## src/rtl/lvo_pkg.sv

```systemverilog
// ----------------------------------------------------------------------------
// lvo_pkg: shared types and constants of the 3D label outline core
// Sizes, register indexes, configuration and control bundles.
// ----------------------------------------------------------------------------
package lvo_pkg;

    localparam int MAX_W   = 256;
    localparam int MAX_H   = 256;
    localparam int MAX_D   = 256;
    localparam int LABEL_W = 16;

    localparam int DIM_W  = $clog2(MAX_W + 1);              // holds a size up to MAX
    localparam int CRD_W  = $clog2(MAX_W);                  // holds a coordinate
    localparam int WH_W   = $clog2(MAX_W * MAX_H + 1);
    localparam int DLY_W  = $clog2(MAX_W * MAX_H + MAX_W + 2);
    localparam int POS_W  = $clog2(MAX_W * MAX_H * MAX_D + MAX_W * MAX_H + MAX_W + 2);

    localparam int LINE_DEPTH  = 2 * MAX_W;
    localparam int LINE_AW     = $clog2(LINE_DEPTH);
    localparam int PLANE_DEPTH = 2 * MAX_W * MAX_H;
    localparam int PLANE_AW    = $clog2(PLANE_DEPTH);

    // configuration port
    localparam int CFG_IDX_W  = 3;
    localparam int CFG_DATA_W = 16;
    localparam logic [CFG_IDX_W-1:0] REG_BACKGROUND = 3'd0;
    localparam logic [CFG_IDX_W-1:0] REG_CONNECT    = 3'd1;
    localparam logic [CFG_IDX_W-1:0] REG_WIDTH      = 3'd2;
    localparam logic [CFG_IDX_W-1:0] REG_HEIGHT     = 3'd3;
    localparam logic [CFG_IDX_W-1:0] REG_DEPTH      = 3'd4;

    localparam logic [DIM_W-1:0] DIM_RESET = DIM_W'(256);
    localparam logic [DIM_W-1:0] MIN_W_DIM = DIM_W'(3);
    localparam logic [DIM_W-1:0] MIN_HD_DIM = DIM_W'(1);
    localparam logic [DIM_W-1:0] MAX_W_DIM = DIM_W'(MAX_W);
    localparam logic [DIM_W-1:0] MAX_H_DIM = DIM_W'(MAX_H);
    localparam logic [DIM_W-1:0] MAX_D_DIM = DIM_W'(MAX_D);

    localparam logic [1:0] SETTLE_CYCLES = 2'd3;

    typedef logic [LABEL_W-1:0] t_label;
    typedef t_label [2:0][2:0][2:0] t_win;   // [plane][line][column], 0 = newest

    typedef struct packed {
        t_label             bg;
        logic               conn26;
        logic [DIM_W-1:0]   w;
        logic [DIM_W-1:0]   h;
        logic [DIM_W-1:0]   d;
        logic [WH_W-1:0]    wh;
        logic [POS_W-1:0]   total;
        logic [DLY_W-1:0]   delay;
    } t_cfg;

    typedef struct packed {
        logic emit;
        logic last;
        logic x_lo;
        logic x_hi;
        logic y_lo;
        logic y_hi;
        logic z_lo;
        logic z_hi;
    } t_ctl;

endpackage

```

## src/rtl/lvo_cfg.sv

```systemverilog
// ----------------------------------------------------------------------------
// lvo_cfg: configuration registers and derived volume sizes
// Clamps sizes, forms plane size, voxel count and window delay in register
// stages and holds o_busy while they settle.
// ----------------------------------------------------------------------------
module lvo_cfg (
    input  logic                              i_clk,
    input  logic                              i_rst_n,
    input  logic                              i_wr,
    input  logic [lvo_pkg::CFG_IDX_W-1:0]     i_index,
    input  logic [lvo_pkg::CFG_DATA_W-1:0]    i_data,
    output lvo_pkg::t_cfg                     o_cfg,
    output logic                              o_busy
);

    lvo_pkg::t_label                 r_bg;
    logic                            r_conn;
    logic [lvo_pkg::DIM_W-1:0]       r_raw_w, r_raw_h, r_raw_d;
    logic [lvo_pkg::DIM_W-1:0]       r_w, r_h, r_d;
    logic [lvo_pkg::WH_W-1:0]        r_wh;
    logic [lvo_pkg::POS_W-1:0]       r_total;
    logic [lvo_pkg::DLY_W-1:0]       r_delay;
    logic [1:0]                      r_settle;

    always_ff @(posedge i_clk) begin
        if (!i_rst_n) begin
            r_bg     <= '0;
            r_conn   <= 1'b1;
            r_raw_w  <= lvo_pkg::DIM_RESET;
            r_raw_h  <= lvo_pkg::DIM_RESET;
            r_raw_d  <= lvo_pkg::DIM_RESET;
            r_settle <= lvo_pkg::SETTLE_CYCLES;
        end else begin
            if (i_wr) begin
                r_settle <= lvo_pkg::SETTLE_CYCLES;
                unique case (i_index)
                    lvo_pkg::REG_BACKGROUND: r_bg    <= i_data[lvo_pkg::LABEL_W-1:0];
                    lvo_pkg::REG_CONNECT:    r_conn  <= i_data[0];
                    lvo_pkg::REG_WIDTH:      r_raw_w <= i_data[lvo_pkg::DIM_W-1:0];
                    lvo_pkg::REG_HEIGHT:     r_raw_h <= i_data[lvo_pkg::DIM_W-1:0];
                    lvo_pkg::REG_DEPTH:      r_raw_d <= i_data[lvo_pkg::DIM_W-1:0];
                    default: ;
                endcase
            end else if (r_settle != 2'd0) begin
                r_settle <= r_settle - 2'd1;
            end
        end
    end

    // derived sizes, at most one multiply per register stage
    always_ff @(posedge i_clk) begin
        r_w <= (r_raw_w < lvo_pkg::MIN_W_DIM) ? lvo_pkg::MIN_W_DIM :
               (r_raw_w > lvo_pkg::MAX_W_DIM) ? lvo_pkg::MAX_W_DIM : r_raw_w;
        r_h <= (r_raw_h < lvo_pkg::MIN_HD_DIM) ? lvo_pkg::MIN_HD_DIM :
               (r_raw_h > lvo_pkg::MAX_H_DIM) ? lvo_pkg::MAX_H_DIM : r_raw_h;
        r_d <= (r_raw_d < lvo_pkg::MIN_HD_DIM) ? lvo_pkg::MIN_HD_DIM :
               (r_raw_d > lvo_pkg::MAX_D_DIM) ? lvo_pkg::MAX_D_DIM : r_raw_d;
        r_wh    <= lvo_pkg::WH_W'(r_w) * lvo_pkg::WH_W'(r_h);
        r_total <= lvo_pkg::POS_W'(r_wh) * lvo_pkg::POS_W'(r_d);
        r_delay <= lvo_pkg::DLY_W'(r_wh) + lvo_pkg::DLY_W'(r_w) + lvo_pkg::DLY_W'(1);
    end

    assign o_cfg.bg     = r_bg;
    assign o_cfg.conn26 = r_conn;
    assign o_cfg.w      = r_w;
    assign o_cfg.h      = r_h;
    assign o_cfg.d      = r_d;
    assign o_cfg.wh     = r_wh;
    assign o_cfg.total  = r_total;
    assign o_cfg.delay  = r_delay;
    assign o_busy       = (r_settle != 2'd0);

endmodule

```

## config.mk

```make
export PLATFORM = sky130hd
export DESIGN_NAME = lvo_cfg
export DESIGN_NICKNAME = d
export VERILOG_FILES = /design/src/rtl/lvo_pkg.sv /design/src/rtl/lvo_cfg.sv
export SDC_FILE = /design/constraint.sdc
export NUM_CORES = 1
export LEC_CHECK = 0
export BUFFER_PORTS_ARGS = -buffer_cell sky130_fd_sc_hd__buf_4
export CORE_MARGIN = 1.5
export CORE_UTILIZATION = 45
export CTS_BUF_LIST = sky130_fd_sc_hd__clkbuf_4
export DETAILED_ROUTE_END_ITERATION = 7
export GPL_TIMING_DRIVEN = 0
export PLACE_DENSITY = 0.71
export SLEW_MARGIN = 20
export SYNTH_ARGS = -nofsm -noshare
export SYNTH_HDL_FRONTEND = slang
export SYNTH_SLANG_ARGS = --single-unit
export TNS_END_PERCENT = 100
```

## constraint.sdc

```tcl
create_clock -name i_clk -period 7.3 [get_ports i_clk]
set_clock_uncertainty 0.05 [all_clocks]
set_input_delay 0.73 -clock i_clk [delete_from_list [all_inputs] [get_ports i_clk]]
set_output_delay 0.73 -clock i_clk [all_outputs]
set_load 0.02 [all_outputs]
```

* After elaboration in Yosys (flattened, before gate mapping)
Cells that the tools add are included.
** Storage, ports and cells
- Register bits :: 132
- Input port bits :: 22
- Logic and storage cells :: 45
** Operators by class
- Add/sub/neg operators :: 3
- Multiply operators :: 2
- Order comparisons :: 6
- Equal/unequal tests :: 4
- Multiplexer cells :: 3
- Bitwise logic cells :: 1
- Reduce and logical (&&, ||, !) cells :: 11
** Operator list (count)
- 9-bit greater-than comparator, second input constant :: 3
- 9-bit two-way mux :: 3
- 17-bit by 9-bit multiplier with 25-bit output :: 1
- 9-bit by 1-bit less-than comparator with 1-bit output, second input constant :: 2
- 17-bit by 1-bit adder with 17-bit output, second input constant :: 1
- 17-bit by 9-bit adder with 17-bit output :: 1
- 9-bit by 9-bit multiplier with 17-bit output :: 1
- 2-bit AND reduction :: 5
- 9-bit by 2-bit less-than comparator with 1-bit output, second input constant :: 1
- 2-bit OR reduction :: 4
- 3-bit by 2-bit == test with 1-bit output, second input constant :: 2
- 3-bit by 1-bit == test with 1-bit output, second input constant :: 1
- 3-bit == test, second input constant :: 1
- 3-bit zero test :: 1
- 2-bit nonzero test :: 1
- 2-bit by 1-bit subtractor with 2-bit output, second input constant :: 1
- 1-bit inverter :: 1

* Logic depth before layout (Yosys ltp)
- Depth after elaboration :: 2
- Gate-level depth with buffers :: 19

* Least setup slack after synthesis
No wires, ideal clock.
- Path kind :: reg-to-reg
- Start point :: reg r_d[0] (netlist bit)
- End point :: reg r_total[18] (netlist bit)
- Setup time :: 127 ps
- Arrival time :: 4638 ps
- Data required time :: 7123 ps
- Slack :: 2485 ps
- Cell stages (with the launch flop) :: 18
- Clock period less this slack :: 4815 ps
- Cells stage by stage :: dfxtp_1 -> clkbuf_1 -> clkbuf_1 -> nand2_1 -> fa_1 -> inv_1 -> fa_1 -> fa_1 -> inv_1 -> fa_1 -> inv_1 -> ha_1 -> a21o_1 -> a221o_1 -> a21o_2 -> a31oi_1 -> o21ai_0 -> xor2_1
** On the way
- Longest elaborated chain between the ends :: 1
** Ends and longest elaborated chain
- start: declaration :: RTL line lvo_cfg.sv:19 : logic [lvo_pkg::DIM_W-1:0] r_w, r_h, r_d;
- start signal: assignment :: RTL line lvo_cfg.sv:56 : r_d <= (r_raw_d < lvo_pkg::MIN_HD_DIM) ? lvo_pkg::MIN_HD_DIM :
- 17-bit by 9-bit multiplier with 25-bit output :: RTL line lvo_cfg.sv:59 : r_total <= lvo_pkg::POS_W'(r_wh) * lvo_pkg::POS_W'(r_d);
- end signal: assignment :: RTL line lvo_cfg.sv:59
- end: declaration :: RTL line lvo_cfg.sv:21 : logic [lvo_pkg::POS_W-1:0] r_total;
No other way between the ends.
A chain may end at the register's enable or synchronous reset.

* Worst setup path after layout
- Start point :: reg r_d[0] (netlist bit)
- End point :: reg r_total[22] (netlist bit)
The elaborated chain is that of the path after synthesis.

==> metrics.txt <==
routability cong. ~0.84; #FFs+latches synth 132; Worst IR Drop VDD 0.101 mV; number of buffers added to fix hold violations after cts 0; Async SR Flop Fraction 0%; Synth area leader fa_1; Worst Tran Pin Value 0.527 ns; first-pass GRT wire length 43700 microns; Port-buffer cells 124; final-report hold violation count 0; relative slew slack 64.8%; Synth Instances 1289; Starting Density a little under half; crit-path cells clkbuf_1 -> clkbuf_1 -> nand2_1 -> fa_1 -> inv_1 -> fa_1 -> fa_1 -> inv_1 -> fa_1 -> inv_1 -> ha_1 -> a21o_1 -> a221o_1 -> nand2b_1 -> nand3_1 -> or2_1 -> o311ai_1; core box area 25200 sq um; Routed Antenna Nets 0; drc violations 0; Sw Ratio 30.5%; Synth warnings 0; DR iter-0 viols approximately 340; Top FF cell, synth dfxtp_1; Pleak 6.75 nW; CTS HTree Levels 4; Psw 0.000444 W; Internal Power about 0.0010 W; # placed instances about 1700; Tightest Hold Check Type primary input to flip-flop; CP required 7.73 ns; syn nets approximately 1600; critical path peak fanout 10; DR WL/cell 14.8 microns; CP startpoint kind flip-flop; DP HPWL 21100 microns; Reg-to-Reg End r_total[22]$_DFF_P_; ranking of synthesized cells by area fa_1, dfxtp_1, ha_1; Crit. Startpoint r_d[0]$_SDFF_PP1_; Setup CP Type flip-flop to flip-flop; Layout Nets 1699; unrepaired setup endpoints after global routing no; clock slew at reported path FFs approximately 0.16 ns; Vias 8816; largest net degree at the start of global routing 17; Synth cell types 55; I/O Pins 126; CTS Sinks 132; Std-Cell Rows 58; die width 163 microns; maximum clock path buffer count 2; CTS tree done; final setup fails 0; share of cells above drive strength 1 11.3%; fin crit share 71.8%; share of the synthesized area in the top cell type ~27%; die height 163 microns; All-Layer GR Usage 20.8%; grt total ovfl 0; worst skew pair latency 0.58 ns; outcome finished, final reports clean; Syn Area/Cell between 8 and 9 sq um; Max Slew Vio Count 0; CP Data Arrival Time between 5 and 6 ns; via-per-instance ratio just under 5; Max-cap violations 0; crit path to r_total[22]$_DFF_P_; Seq pwr share 51.5%; P per Cell Area around 110 nW/um^2; crit-path max cell delay 0.52 ns; TNS Setup 0 ns; Post-synth EDFFs 0; minimum clock period 5.24 ns; mapped cell area approximately 12000 sq um; CP Capture Type flip-flop; die footprint 26600 sq um; 1st-pass router iterations 5; Fill cells 2348; initial antenna violation count 1; placed cell area 12900 sq um; CTS-repair resized insts 0; clock network power share 40.3%; CTS Buf Count 17; slowest CP cell fa_1; R2R depth 17; CTS root buf clkbuf_4; most numerous cell in the Yosys netlist inv_1; Gate power share 8.1%; post-synthesis sequential area ratio 22.9%; Worst path most repeated cell fa_1; vias in the first global route 9279; Max Fclk 0.191 GHz; final WL 26200 microns; R2R setup slack 2.06 ns; Syn-to-layout area delta 14.6%; Crit Reg-Reg Startpoint r_d[0]$_SDFF_PP1_; synth cell count leaders inv_1, nand2_1, fa_1; post-route cell area 13200 sq um; Post-CTS Setup Repair Bufs 0; Finished Layout Cells 1776
layer usage:
layer	GRT usage [%]	part of all wire, %
met2	37.2	50
met3	3.11	4.3
met5	0	0
met4	8.17	2.6
met1	25.0	43
power groups by stage:
stage,Combinational (W),Clock [W],Sequential [W]
after floorplan,0.0000562,0,0.000775
after CTS,0.000119,0.000599,0.000750
after global placement,0.000116,0,0.000766
after global routing,0.000130,0.000627,0.000753
final,0.000118,0.000587,0.000750
after detailed placement,0.000119,0,0.000766
cells in the final DEF (no fill, tap or decap), types with 8 or more instances in the layout:
cell      instances
inv_1           215
nand2_1         208
fa_1            155
and2_1          133
dfxtp_1         132
buf_4           125
ha_1             90
clkbuf_1         45
a21boi_0         41
nor2_1           36
xnor2_1          31
a21oi_1          29
nor2b_1          27
clkbuf_4         17
o21ai_0          13
a21o_1           10
xor2_1           10
o21a_1            9
and3_1            9
nand3_1           9
nand2b_1          9
a31oi_1           8
sequential cells by signal, summed over array words and instances, names as in the netlist:
name / flops
r_total: 25
r_delay: 17
r_wh: 17
r_bg: 16
r_d: 9
r_h: 9
r_raw_d: 9
r_raw_h: 9
r_raw_w: 9
r_w: 9
r_settle: 2
r_conn: 1
logic make-up after synthesis:
group	after synthesis	share of synthesized area, %
AND/OR/NAND/NOR	461	19.7
buffers and inverters	262	8.58
adder cells (fa/ha/maj)	245	36.7
AO/OA/AOI/OAI	147	8.82
flip-flops	132	22.9
XOR/XNOR	41	3.12
multiplexers	1	0.0869
worst min-delay path by stage:
stage | startpoint | to | cells past startpoint
4_1_cts | i_wr | r_settle[0]$_SDFFE_PP1P_ | 3
3_3_place_gp | r_bg[12]$_SDFFE_PN0P_ | r_bg[12]$_SDFFE_PN0P_ | 2
3_5_place_dp | r_bg[0]$_SDFFE_PN0P_ | r_bg[0]$_SDFFE_PN0P_ | 2
2_1_floorplan | r_raw_d[0]$_SDFFE_PN0P_ | r_d[0]$_SDFF_PP1_ | 2
5_1_grt | i_wr | r_settle[0]$_SDFFE_PP1P_ | 3
6_report | i_data[11] | r_bg[11]$_SDFFE_PN0P_ | 3
worst max-delay path: cells and delay by family, from the launching register on:
kind / cells / cell delay [ns]
AO/OA/AOI/OAI: 3 / 0.87
adder cells (fa/ha/maj): 5 / 2.34
buffers and inverters: 5 / 0.92
flip-flops: 1 / 0.37
AND/OR/NAND/NOR: 4 / 0.60
cell type report:
class | count | area, sq um | share of cell area (%)
Sequential cell | 132 | 2640 | 20.0
Inverter | 215 | 807 | 6.11
Multi-Input combinational cell | 895 | 7890 | 59.7
Clock inverter | 15 | 213 | 1.61
Antenna cell | 1 | 2.50 | 0.0190
Tap cell | 330 | 413 | 3.13
Buffer | 47 | 181 | 1.37
Timing Repair Buffer | 124 | 931 | 7.05
Clock buffer | 17 | 128 | 0.966
stage by stage:
step	worst slack, ns	total power, W	hold WS, ns	util (%)
finish	2.06	0.00146	0.329	52.4
global route	1.76	0.00151	0.315	52.4
CTS	2.03	0.00147	0.299	52.4
detailed placement	2.05	0.000885	0.410	51.1
global placement	2.03	0.000882	0.403	51.1
floorplan	2.49	0.000832	0.387	-
No activity file was read; power rests on OpenSTA's default activity.
