File: config.mk
export PLATFORM = sky130hd
export DESIGN_NAME = lvo_seq
export DESIGN_NICKNAME = d
export VERILOG_FILES = /design/src/rtl/lvo_pkg.sv /design/src/rtl/lvo_seq.sv
export SDC_FILE = /design/constraint.sdc
export NUM_CORES = 1
export LEC_CHECK = 0
export BUFFER_PORTS_ARGS = -buffer_cell sky130_fd_sc_hd__buf_4
export CORE_MARGIN = 1
export CORE_UTILIZATION = 52
export CTS_CLUSTER_DIAMETER = 150
export DETAILED_ROUTE_END_ITERATION = 8
export PLACE_DENSITY = 0.81
export SLEW_MARGIN = 20
export SYNTH_ARGS = -nofsm -noshare
export SYNTH_HDL_FRONTEND = slang
export SYNTH_SLANG_ARGS = --single-unit
File: constraint.sdc
create_clock -name i_clk -period 6.4 [get_ports i_clk]
set_input_delay 0.96 -clock i_clk [delete_from_list [all_inputs] [get_ports i_clk]]
set_output_delay 0.96 -clock i_clk [all_outputs]
set_load 0.01 [all_outputs]
File: src/rtl/lvo_pkg.sv
// ----------------------------------------------------------------------------
// lvo_pkg: shared types and constants of the 3D label outline core
// Sizes, register indexes, configuration and control bundles.
// ----------------------------------------------------------------------------
package lvo_pkg;

    localparam int MAX_W   = 256;
    localparam int MAX_H   = 256;
    localparam int MAX_D   = 256;
    localparam int LABEL_W = 16;

    localparam int DIM_W  = $clog2(MAX_W + 1);              // holds a size up to MAX
    localparam int CRD_W  = $clog2(MAX_W);                  // holds a coordinate
    localparam int WH_W   = $clog2(MAX_W * MAX_H + 1);
    localparam int DLY_W  = $clog2(MAX_W * MAX_H + MAX_W + 2);
    localparam int POS_W  = $clog2(MAX_W * MAX_H * MAX_D + MAX_W * MAX_H + MAX_W + 2);

    localparam int LINE_DEPTH  = 2 * MAX_W;
    localparam int LINE_AW     = $clog2(LINE_DEPTH);
    localparam int PLANE_DEPTH = 2 * MAX_W * MAX_H;
    localparam int PLANE_AW    = $clog2(PLANE_DEPTH);

    // configuration port
    localparam int CFG_IDX_W  = 3;
    localparam int CFG_DATA_W = 16;
    localparam logic [CFG_IDX_W-1:0] REG_BACKGROUND = 3'd0;
    localparam logic [CFG_IDX_W-1:0] REG_CONNECT    = 3'd1;
    localparam logic [CFG_IDX_W-1:0] REG_WIDTH      = 3'd2;
    localparam logic [CFG_IDX_W-1:0] REG_HEIGHT     = 3'd3;
    localparam logic [CFG_IDX_W-1:0] REG_DEPTH      = 3'd4;

    localparam logic [DIM_W-1:0] DIM_RESET = DIM_W'(256);
    localparam logic [DIM_W-1:0] MIN_W_DIM = DIM_W'(3);
    localparam logic [DIM_W-1:0] MIN_HD_DIM = DIM_W'(1);
    localparam logic [DIM_W-1:0] MAX_W_DIM = DIM_W'(MAX_W);
    localparam logic [DIM_W-1:0] MAX_H_DIM = DIM_W'(MAX_H);
    localparam logic [DIM_W-1:0] MAX_D_DIM = DIM_W'(MAX_D);

    localparam logic [1:0] SETTLE_CYCLES = 2'd3;

    typedef logic [LABEL_W-1:0] t_label;
    typedef t_label [2:0][2:0][2:0] t_win;   // [plane][line][column], 0 = newest

    typedef struct packed {
        t_label             bg;
        logic               conn26;
        logic [DIM_W-1:0]   w;
        logic [DIM_W-1:0]   h;
        logic [DIM_W-1:0]   d;
        logic [WH_W-1:0]    wh;
        logic [POS_W-1:0]   total;
        logic [DLY_W-1:0]   delay;
    } t_cfg;

    typedef struct packed {
        logic emit;
        logic last;
        logic x_lo;
        logic x_hi;
        logic y_lo;
        logic y_hi;
        logic z_lo;
        logic z_hi;
    } t_ctl;

endpackage

File: src/rtl/lvo_seq.sv
// ----------------------------------------------------------------------------
// lvo_seq: input position and center coordinate sequencer
// Decides per accepted item whether it is stored, whether it emits, and the
// border flags of the voxel that leaves the window.
// ----------------------------------------------------------------------------
module lvo_seq (
    input  logic                 i_clk,
    input  logic                 i_rst_n,
    input  lvo_pkg::t_cfg        i_cfg,
    input  logic                 i_accept,
    input  lvo_pkg::t_label      i_label,
    input  logic                 i_drain,
    output logic                 o_act,
    output lvo_pkg::t_label      o_wdata,
    output lvo_pkg::t_ctl        o_ctl
);

    logic [lvo_pkg::POS_W-1:0] r_pos;
    logic [lvo_pkg::CRD_W-1:0] r_cx, r_cy, r_cz;
    logic [lvo_pkg::DIM_W-1:0] cx_inc, cy_inc, cz_inc;
    logic                      in_vol;
    logic                      emit;
    logic                      last;

    always_comb begin
        cx_inc  = lvo_pkg::DIM_W'(r_cx) + lvo_pkg::DIM_W'(1);
        cy_inc  = lvo_pkg::DIM_W'(r_cy) + lvo_pkg::DIM_W'(1);
        cz_inc  = lvo_pkg::DIM_W'(r_cz) + lvo_pkg::DIM_W'(1);
        in_vol  = r_pos < i_cfg.total;
        emit    = r_pos >= lvo_pkg::POS_W'(i_cfg.delay);
        last    = (cx_inc >= i_cfg.w) && (cy_inc >= i_cfg.h) && (cz_inc >= i_cfg.d);
        // a drain inside the volume does nothing at all
        o_act   = i_accept && !(i_drain && in_vol);
        o_wdata = in_vol ? i_label : '0;
        o_ctl.emit = emit;
        o_ctl.last = last;
        o_ctl.x_lo = (r_cx != '0);
        o_ctl.x_hi = (cx_inc < i_cfg.w);
        o_ctl.y_lo = (r_cy != '0);
        o_ctl.y_hi = (cy_inc < i_cfg.h);
        o_ctl.z_lo = (r_cz != '0);
        o_ctl.z_hi = (cz_inc < i_cfg.d);
    end

    always_ff @(posedge i_clk) begin
        if (!i_rst_n) begin
            r_pos <= '0;
            r_cx  <= '0;
            r_cy  <= '0;
            r_cz  <= '0;
        end else if (o_act) begin
            if (emit && last) begin
                r_pos <= '0;
                r_cx  <= '0;
                r_cy  <= '0;
                r_cz  <= '0;
            end else begin
                r_pos <= r_pos + lvo_pkg::POS_W'(1);
                if (emit) begin
                    if (cx_inc >= i_cfg.w) begin
                        r_cx <= '0;
                        if (cy_inc >= i_cfg.h) begin
                            r_cy <= '0;
                            r_cz <= (cz_inc >= i_cfg.d) ? '0 : r_cz + lvo_pkg::CRD_W'(1);
                        end else begin
                            r_cy <= r_cy + lvo_pkg::CRD_W'(1);
                        end
                    end else begin
                        r_cx <= r_cx + lvo_pkg::CRD_W'(1);
                    end
                end
            end
        end
    end

endmodule

* Yosys cells after proc, flatten, opt, wreduce, memory -nomap -nowiden
Index checks and enable logic that the tools add are counted.
** Word-level totals
- Bits in registers :: 49
- Input port bits :: 123
- Output and inout bits :: 25
- Logic and storage cells :: 48
** Operators by class
- $add $sub $neg :: 7
- Magnitude comparators :: 8
- Muxes and demuxes :: 14
- Reductions and logical operators :: 15
** Operator list (count)
- 2-to-1 mux 8 bit :: 12
- adder 8 x 1 -> 9 bit, second input constant :: 3
- greater-or-equal comparator 9 bit :: 3
- less-than comparator 9 bit :: 3
- adder 25 x 1 -> 25 bit, second input constant :: 1
- greater-or-equal comparator 25 x 17 -> 1 bit :: 1
- less-than comparator 25 bit :: 1
- 2-to-1 mux 25 bit :: 1
- adder 8 x 1 -> 8 bit, second input constant :: 3
- nonzero test 8 bit :: 3
- 2-to-1 mux 16 bit :: 1
- nonzero test 2 bit :: 3
- logical AND 1 bit :: 5
- AND reduction 4 bit :: 1
- AND reduction 3 bit :: 1
- AND reduction 2 bit :: 1
- logical NOT 1 bit :: 1

* Depth between registers and ports, before layout
Gate-level depths: netlist of the first run.
- Word-level depth :: 7
- Mapped depth :: 13
- Gate-level depth less buffers :: 13

* Least setup slack after synthesis of the first run
OpenSTA, ideal clock, no wires.
- Kind :: in2out
- From :: input port i_cfg[41] (netlist name)
- To :: output port o_wdata[10]
- Data arrival time :: 2.673 ns
- Data required time :: 5.440 ns
- Path slack :: 2.767 ns
- Stages :: 10
- Buffers on the path :: 2
- Cell sequence :: inv_1 ha_1 nand4_1 nor4_1 o21ai_1 or2_0 buf_6 and3_1 clkbuf_1 and2_1
** On the way
- Cells in the longest elaborated chain, start to end :: 2
** Ends and longest elaborated chain
- start: declaration :: RTL line lvo_seq.sv:9 : input lvo_pkg::t_cfg i_cfg,
- less-than comparator 25 bit :: RTL line lvo_seq.sv:29 : in_vol = r_pos < i_cfg.total;
- 2-to-1 mux 16 bit :: RTL line lvo_seq.sv:34 : o_wdata = in_vol ? i_label : '0;
- end: declaration :: RTL line lvo_seq.sv:14 : output lvo_pkg::t_label o_wdata,
Every way passes these cells.

==> summary.txt, run 1 <==
STA
  – Post-Route Hold Slack: slightly above 500 ps
  – Accumulated negative setup slack: 0 ps
  – Time the worst path needs with I/O delays and setup: 4428 ps
  – Final critical-path share of the clock period: 69.19%
  – Total of endpoints with negative setup slack in the final report: 0
  – Number of pins exceeding their max-slew limit in the final report: 0
  – Hold violation count in the final report: 0
  – RSZ-0062 raised after global routing: false
  – Worst relative slew slack: 31.62%
  – Maximum clock frequency: approximately 230 MHz
  – Tightest Pin Transition: just over 1000 ps
  – Worst-case clock skew: approximately 15 ps

Clock network
  – H-tree depth: 2
  – Clock Latency Late Sink: about 310 ps
  – Quantity of gates resized following cts: 0
  – Buffer cell driving the clock tree root: sky130_fd_sc_hd__clkbuf_8
  – Maximum buffer depth of the clock tree: 2
  – Number of buffers added by the clock tree synthesis step: 5
  – TritonCTS clock tree: built
  – Hold buffers post-CTS: 0
  – Post-CTS setup buffer count: 0
  – Clk sinks: 49
  – Clock slew at reported path FFs: 100 ps

Placed design
  – Area of placed instances: 5682 um2
  – Cell count after placement: between 800 and 900
  – Count of input and output buffers: 113
  – Final estimated routing congestion in global placement: between 0.8 and 0.9
  – Placed wire-length estimate: ~9.3 mm

Synth
  – Dominant synthesized flop cell: sky130_fd_sc_hd__dfxtp_1
  – Fraction of the yosys area taken by sequential cells: 20.45%
  – Syn Inst Count: 621
  – Flops & latches, synth: slightly below 50
  – Total of warnings raised by yosys: 0
  – Most used standard cell by instance count after synthesis: sky130_fd_sc_hd__inv_1
  – Share of synthesized flip-flops with an asynchronous set or reset: 0%
  – Most area-consuming cells after synthesis: sky130_fd_sc_hd__dfxtp_1 (20%), sky130_fd_sc_hd__ha_1 (20%), sky130_fd_sc_hd__inv_1 (6.3%)
  – Synth Area per Inst: approximately 7.7 um2
  – Leading area contributor after synthesis: sky130_fd_sc_hd__dfxtp_1
  – Mapped Nets: between 800 and 900
  – Count of cell types in the netlist: 60
  – Total standard cell area after synthesis: 4797 um2
  – Share of the synthesized area in the top cell type: 20.45%
  – Number of synthesized flops with an enable pin: 0
  – Commonest cells in the netlist: sky130_fd_sc_hd__inv_1 (80), sky130_fd_sc_hd__ha_1 (75), sky130_fd_sc_hd__nor2_1 (50)

Die
  – Starting density of the core: roughly 54%
  – Horizontal die dimension: slightly below 100 um
  – Die height: just under 100 um
  – Number of core rows: 34
  – Total I/O pin count: between 100 and 150
  – Core outline area: between 8000 and 9000 um2
  – Area enclosed by the die boundary: between 9000 and 10000 um2

Worst hold path
  – Cell depth of the worst hold path: 2
  – Hold WC Path Type: flip-flop to flip-flop

Power and ir drop
  – Pleak: approximately 2.8 nW
  – Power per Cell Area: approximately 110 nW/um2
  – Switching Power: 160.6 uW
  – Cell-internal power: just under 500 uW
  – Part of the total power dissipated in the clock network: between 30% and 40%
  – VDD IR-drop max: around 0.13 mV
  – Switching power as a share of total power: about a quarter
  – Combinational power share: between 10% and 20%
  – Sequential fraction of design power: a little under half
  – Final Total Pwr: 645.8 uW

Route
  – Residual antenna-violating net count after detailed routing: 0
  – Post-route DRC: 3
  – Vias: around 4800
  – Violation count after the first detailed-routing iteration: about 180
  – Vias per inst: roughly 5.7
  – Detailed-route wire length: about 12 mm
  – First drt pass iteration count: 6
  – Per-cell routed wire length: 14.26 um

Setup path
  – Critical path peak fanout: 20
  – Startpoint-to-endpoint class of the critical path: primary input to output port
  – Category of the worst setup path capture point: output port
  – Launching element type of the critical path: primary input
  – Data required time of the critical path: around 5400 ps
  – Slowest Stage Delay on Critical Path: roughly 740 ps
  – Cell-by-cell listing of the critical path: buf_4 > inv_1 > ha_1 > a211oi_1 > nor2_1 > nor3_1 > o2111ai_1 > nor2_2 > inv_1 > buf_4
  – Cell type of the slowest stage on the worst timing path: sky130_fd_sc_hd__nor2_2
  – Endpoint arrival time on the critical path: roughly 3500 ps
  – Cells on worst reg2reg path: 11

Layout
  – Number of nets in the layout: approximately 920
  – Cell area after layout: slightly below 6000 um2
  – Finished Layout Cells: about 830
  – Area growth from synthesis to layout: 20.76%
  – Layout cell share with drive strength beyond 1: 18.92%
  – Filler cell count: 797
  – Ant diodes: 0

Global routing
  – Vias in the first global route: 4658
  – GRT Overall Usage: between 20% and 30%
  – Largest net degree at the start of global routing: 42
  – Initial antenna violation count: 0
  – Total gr overflow: 0
  – Global-route wire length before repair: roughly 20 mm

Job
  – MaxCap Viol Count: 0

Run status
  – Outcome: finished with violations
  – Violations in the final reports: design-rule violations
## path summary, 6_finish.rpt
path	endpoint	start	slack (ps)
worst max register to register	r_cz[2]	r_cy[0]	2870
worst min-delay path	r_cz[1]	r_cz[1]	510
worst min register to register	r_cz[1]	r_cz[1]	510
worst max-delay path	o_ctl[7]	i_cfg[10]	1970
## per-layer routing
metal	vias up	global-route usage, %	wire (um)
met4	0	6.760	209
met1	2194	30.14	4941
met2	134	46.59	6165
met3	24	3.006	550
met5	-	0	0
li1	2400	-	-
## area by class of cell
class	instances	area (um2)	share of cell area (%)
clock buffers	6	72.57	1.253
repair buffers	115	863.3	14.90
flip-flops and latches	49	980.9	16.93
inverters	80	300.3	5.184
multi-input cells	472	3402	58.73
well taps	108	135.1	2.333
clock inverters	2	38.79	0.6695
## kinds of logic (layout without fill, tap and decap cells)
kind of cell / count (synthesis) / in the layout / synth area share [%]
simple gates: 233 / 233 / 25.90
fa+ha+maj: 75 / 75 / 19.56
mux: 9 / 9 / 1.878
buf+inv: 100 / 203 / 8.633
flops: 49 / 49 / 20.45
compound gates: 119 / 119 / 17.01
xor+xnor: 36 / 36 / 6.573
## critical path: cells and delay by family
family,cells,cell delay (ps)
AND/OR/NAND/NOR,3,1120
AO/OA/AOI/OAI,2,450
adder cells (fa/ha/maj),1,300
buffers and inverters,4,610
## cell usage in the layout, fill, tap and decap left out, drive strengths merged, types with 6 or more instances in the layout
| master | instances |
|---|---|
| or4 | 6 |
| xor2 | 16 |
| mux2i | 9 |
| clkbuf | 6 |
| inv | 80 |
| o311ai | 7 |
| xnor2 | 20 |
| a211oi | 9 |
| a21oi | 36 |
| nand4b | 8 |
| buf | 115 |
| nand2 | 46 |
| ha | 75 |
| dfxtp | 49 |
| and3 | 11 |
| and2 | 18 |
| nor2b | 8 |
| nand3 | 32 |
| nor3 | 11 |
| nor2 | 53 |
| nand4 | 17 |
| o21ai | 25 |
## state kept, by name, summed over array words and instances (netlist names)
| signal | cells |
|---|---|
| r_pos | 25 |
| r_cx | 8 |
| r_cy | 8 |
| r_cz | 8 |
## per-stage QoR
step | setup slack, ps | utilization [%]
final | 1972 | 65.79
after global routing | 1788 | 65.79
after CTS | 2037 | 65.79
after detailed placement | 2067 | 64.52
after global placement | 2120 | 64.52
after floorplan | 2767 | -
## power groups by stage
stage	logic (mW)	registers, mW	clock network (mW)
after floorplan	0.0518	0.314	0
after global routing	0.125	0.307	0.240
final	0.112	0.307	0.226
after CTS	0.113	0.307	0.228
after global placement	0.108	0.314	0
after detailed placement	0.112	0.314	0
(Power assumes the default switching activity.)
==> inputs of run 2 (changes only) <==
clock period = 4.6 ns   (was 6.4 ns; I/O delays follow)
==> summary.txt, run 2 (synthesized netlist as in run 1, its figures left out) <==
Power and ir drop
  – Switching power as a share of total power: around a quarter
  – Sequential fraction of design power: 47.6%
  – Pleak: ~2.8 nW
  – VDD IR-drop max: approximately 0.16 mV
  – Part of the total power dissipated in the clock network: 34.8%
  – Switching Power: roughly 220 uW
  – Cell-internal power: a little under 700 uW
  – Power per Cell Area: between 150 and 200 nW/um2
  – Combinational power share: between 10% and 20%
  – Final Total Pwr: between 800 and 900 uW

STA
  – Time the worst path needs with I/O delays and setup: just over 4000 ps
  – Setup slack of the critical path after layout: 526.7 ps
  – Accumulated negative setup slack: 0 ps
  – Final critical-path share of the clock period: 88.55%
  – RSZ-0062 raised after global routing: false
  – Hold violation count in the final report: 0
  – Worst-case clock skew: roughly 14 ps
  – Total of endpoints with negative setup slack in the final report: 0
  – Number of pins exceeding their max-slew limit in the final report: 0
  – Tightest Pin Transition: approximately 930 ps
  – Worst relative slew slack: 37.74%
  – Maximum clock frequency: between 200 and 250 MHz

Route
  – Uppermost routed layer: met4
  – Violation count after the first detailed-routing iteration: about 140
  – Post-route DRC: 3
  – Detail Route met3 WL: 500 um
  – Detailed route wirelength on metal2: approximately 6.1 mm
  – First drt pass iteration count: 6
  – Met1 Routed Length: just under 5 mm
  – Residual antenna-violating net count after detailed routing: 0
  – Detailed-route wire length: ~12 mm
  – Vias: 4787
  – Per-cell routed wire length: about 14 um
  – Vias per inst: ~5.7

Placed design
  – Count of input and output buffers: ~110
  – Cell count after placement: ~830
  – Post-placement worst setup slack: 760.6 ps
  – Final estimated routing congestion in global placement: 0.8227
  – Placed wire-length estimate: around 9.3 mm

Clock network
  – Hold buffers post-CTS: 0
  – Clk sinks: between 40 and 50
  – Quantity of gates resized following cts: 0
  – H-tree depth: 2
  – Buffer cell driving the clock tree root: sky130_fd_sc_hd__clkbuf_8
  – Clock Latency Late Sink: roughly 300 ps
  – Clock slew at reported path FFs: around 100 ps
  – Maximum buffer depth of the clock tree: 2
  – TritonCTS clock tree: built
  – Number of buffers added by the clock tree synthesis step: 5
  – Post-CTS setup buffer count: 0

Global routing
  – Total gr overflow: 0
  – Vias in the first global route: between 4000 and 5000
  – Largest net degree at the start of global routing: 42
  – Initial antenna violation count: 0
  – GRT Overall Usage: between 20 and 30%
  – Global-route wire length before repair: 20.56 mm

Layout
  – Area growth from synthesis to layout: 20.92%
  – Filler cell count: between 700 and 800
  – Ant diodes: 0
  – Leading cell type in the layout, fill and taps excluded: sky130_fd_sc_hd__buf_4
  – Layout cell share with drive strength beyond 1: 19.03%
  – Largest register FFs: 25
  – Finished Layout Cells: approximately 830
  – Most frequent cells in the layout: sky130_fd_sc_hd__buf_4 (116), sky130_fd_sc_hd__inv_1 (80), sky130_fd_sc_hd__ha_1 (75), sky130_fd_sc_hd__nor2_1 (50), sky130_fd_sc_hd__dfxtp_1 (49)
  – Number of nets in the layout: 922
  – Most flop-heavy register: r_pos

Setup path
  – Origin of the critical flop-to-flop path: r_cy[0]
  – End of the worst register-to-register path: r_cz[2]
  – Launching element type of the critical path: flip-flop
  – Beginning of the critical path: r_cy[0]
  – Data required time of the critical path: between 3000 and 4000 ps
  – Capturing instance or port of the critical path: o_ctl[6]
  – Category of the worst setup path capture point: output port
  – Flop2flop setup slack: about 1000 ps
  – Critical path peak fanout: 8
  – Endpoint arrival time on the critical path: around 3400 ps
  – Startpoint-to-endpoint class of the critical path: flip-flop to output port
  – Cells on worst reg2reg path: 11

Die
  – Area enclosed by the die boundary: 9613 um2
  – Starting density of the core: between 50% and 60%
  – Die height: slightly below 100 um
  – Total I/O pin count: 148
  – Horizontal die dimension: about 98 um
  – Core outline area: about 8800 um2
  – Number of core rows: 34

Run status
  – Violations in the final reports: design-rule violations
  – Outcome: finished with violations

Worst hold path
  – Cell depth of the worst hold path: 2
  – Hold WC Path Type: flip-flop to flip-flop

Job
  – MaxCap Viol Count: 0
run 2: cell count changes in the layout (fill, tap and decap cells not counted):
cell,previous run,this run
sky130_fd_sc_hd__buf_4,115,116
run 2: final cells by class:
type                    count  area, um2  share of cell area, %
clock buffers               6      72.57                  1.251
clock inverters             2      38.79                 0.6687
inverters                  80      300.3                  5.177
multi-input cells         472       3402                  58.65
flip-flops and latches     49      980.9                  16.91
well taps                 108      135.1                  2.330
repair buffers            116      870.8                  15.01
run 2: metrics by stage:
stage	cell area, um2	hold WS [ps]	utilization [%]
6_report	5801	503.7	65.87
2_1_floorplan	4797	463.5	-
3_3_place_gp	5689	477.4	64.61
4_1_cts	5801	503.1	65.87
3_5_place_dp	5689	488.7	64.61
5_1_grt	5801	536.4	65.87
run 2: per-layer routing:
metal | up-vias | global-route usage (%)
met5 | - | 0
met4 | 0 | 6.410
li1 | 2401 | -
met1 | 2242 | 30.15
met3 | 25 | 3.006
met2 | 119 | 47.35
run 2: power by group through the flow:
stage | combinational [mW] | clock (mW) | sequential (mW)
final | 0.157 | 0.312 | 0.427
after global routing | 0.176 | 0.332 | 0.428
after CTS | 0.158 | 0.312 | 0.427
after detailed placement | 0.158 | 0 | 0.437
after global placement | 0.150 | 0 | 0.437
after floorplan | 0.0720 | 0 | 0.436
run 2: how the worst min path moves through the flow:
stage | from | to | slack (ps)
after global placement | r_cy[1] | r_cy[1] | 480
after global routing | r_cz[1] | r_cz[1] | 540
final | r_cz[1] | r_cz[1] | 500
after detailed placement | r_cz[1] | r_cz[1] | 490
after floorplan | r_cx[1] | r_cx[1] | 460
after CTS | r_cz[1] | r_cz[1] | 500
run 2: worst max-delay path, cell delays in order (launching register included):
cell and delay (ps):
sky130_fd_sc_hd__dfxtp_1 420, sky130_fd_sc_hd__ha_1 240, sky130_fd_sc_hd__nand3_1 170, sky130_fd_sc_hd__nor2_1 300, sky130_fd_sc_hd__xor2_1 180, sky130_fd_sc_hd__ha_1 270
sky130_fd_sc_hd__and4_1 240, sky130_fd_sc_hd__nor3b_2 170, sky130_fd_sc_hd__a211o_1 370, sky130_fd_sc_hd__o21ai_1 470, sky130_fd_sc_hd__nor2_1 80, sky130_fd_sc_hd__buf_4 170
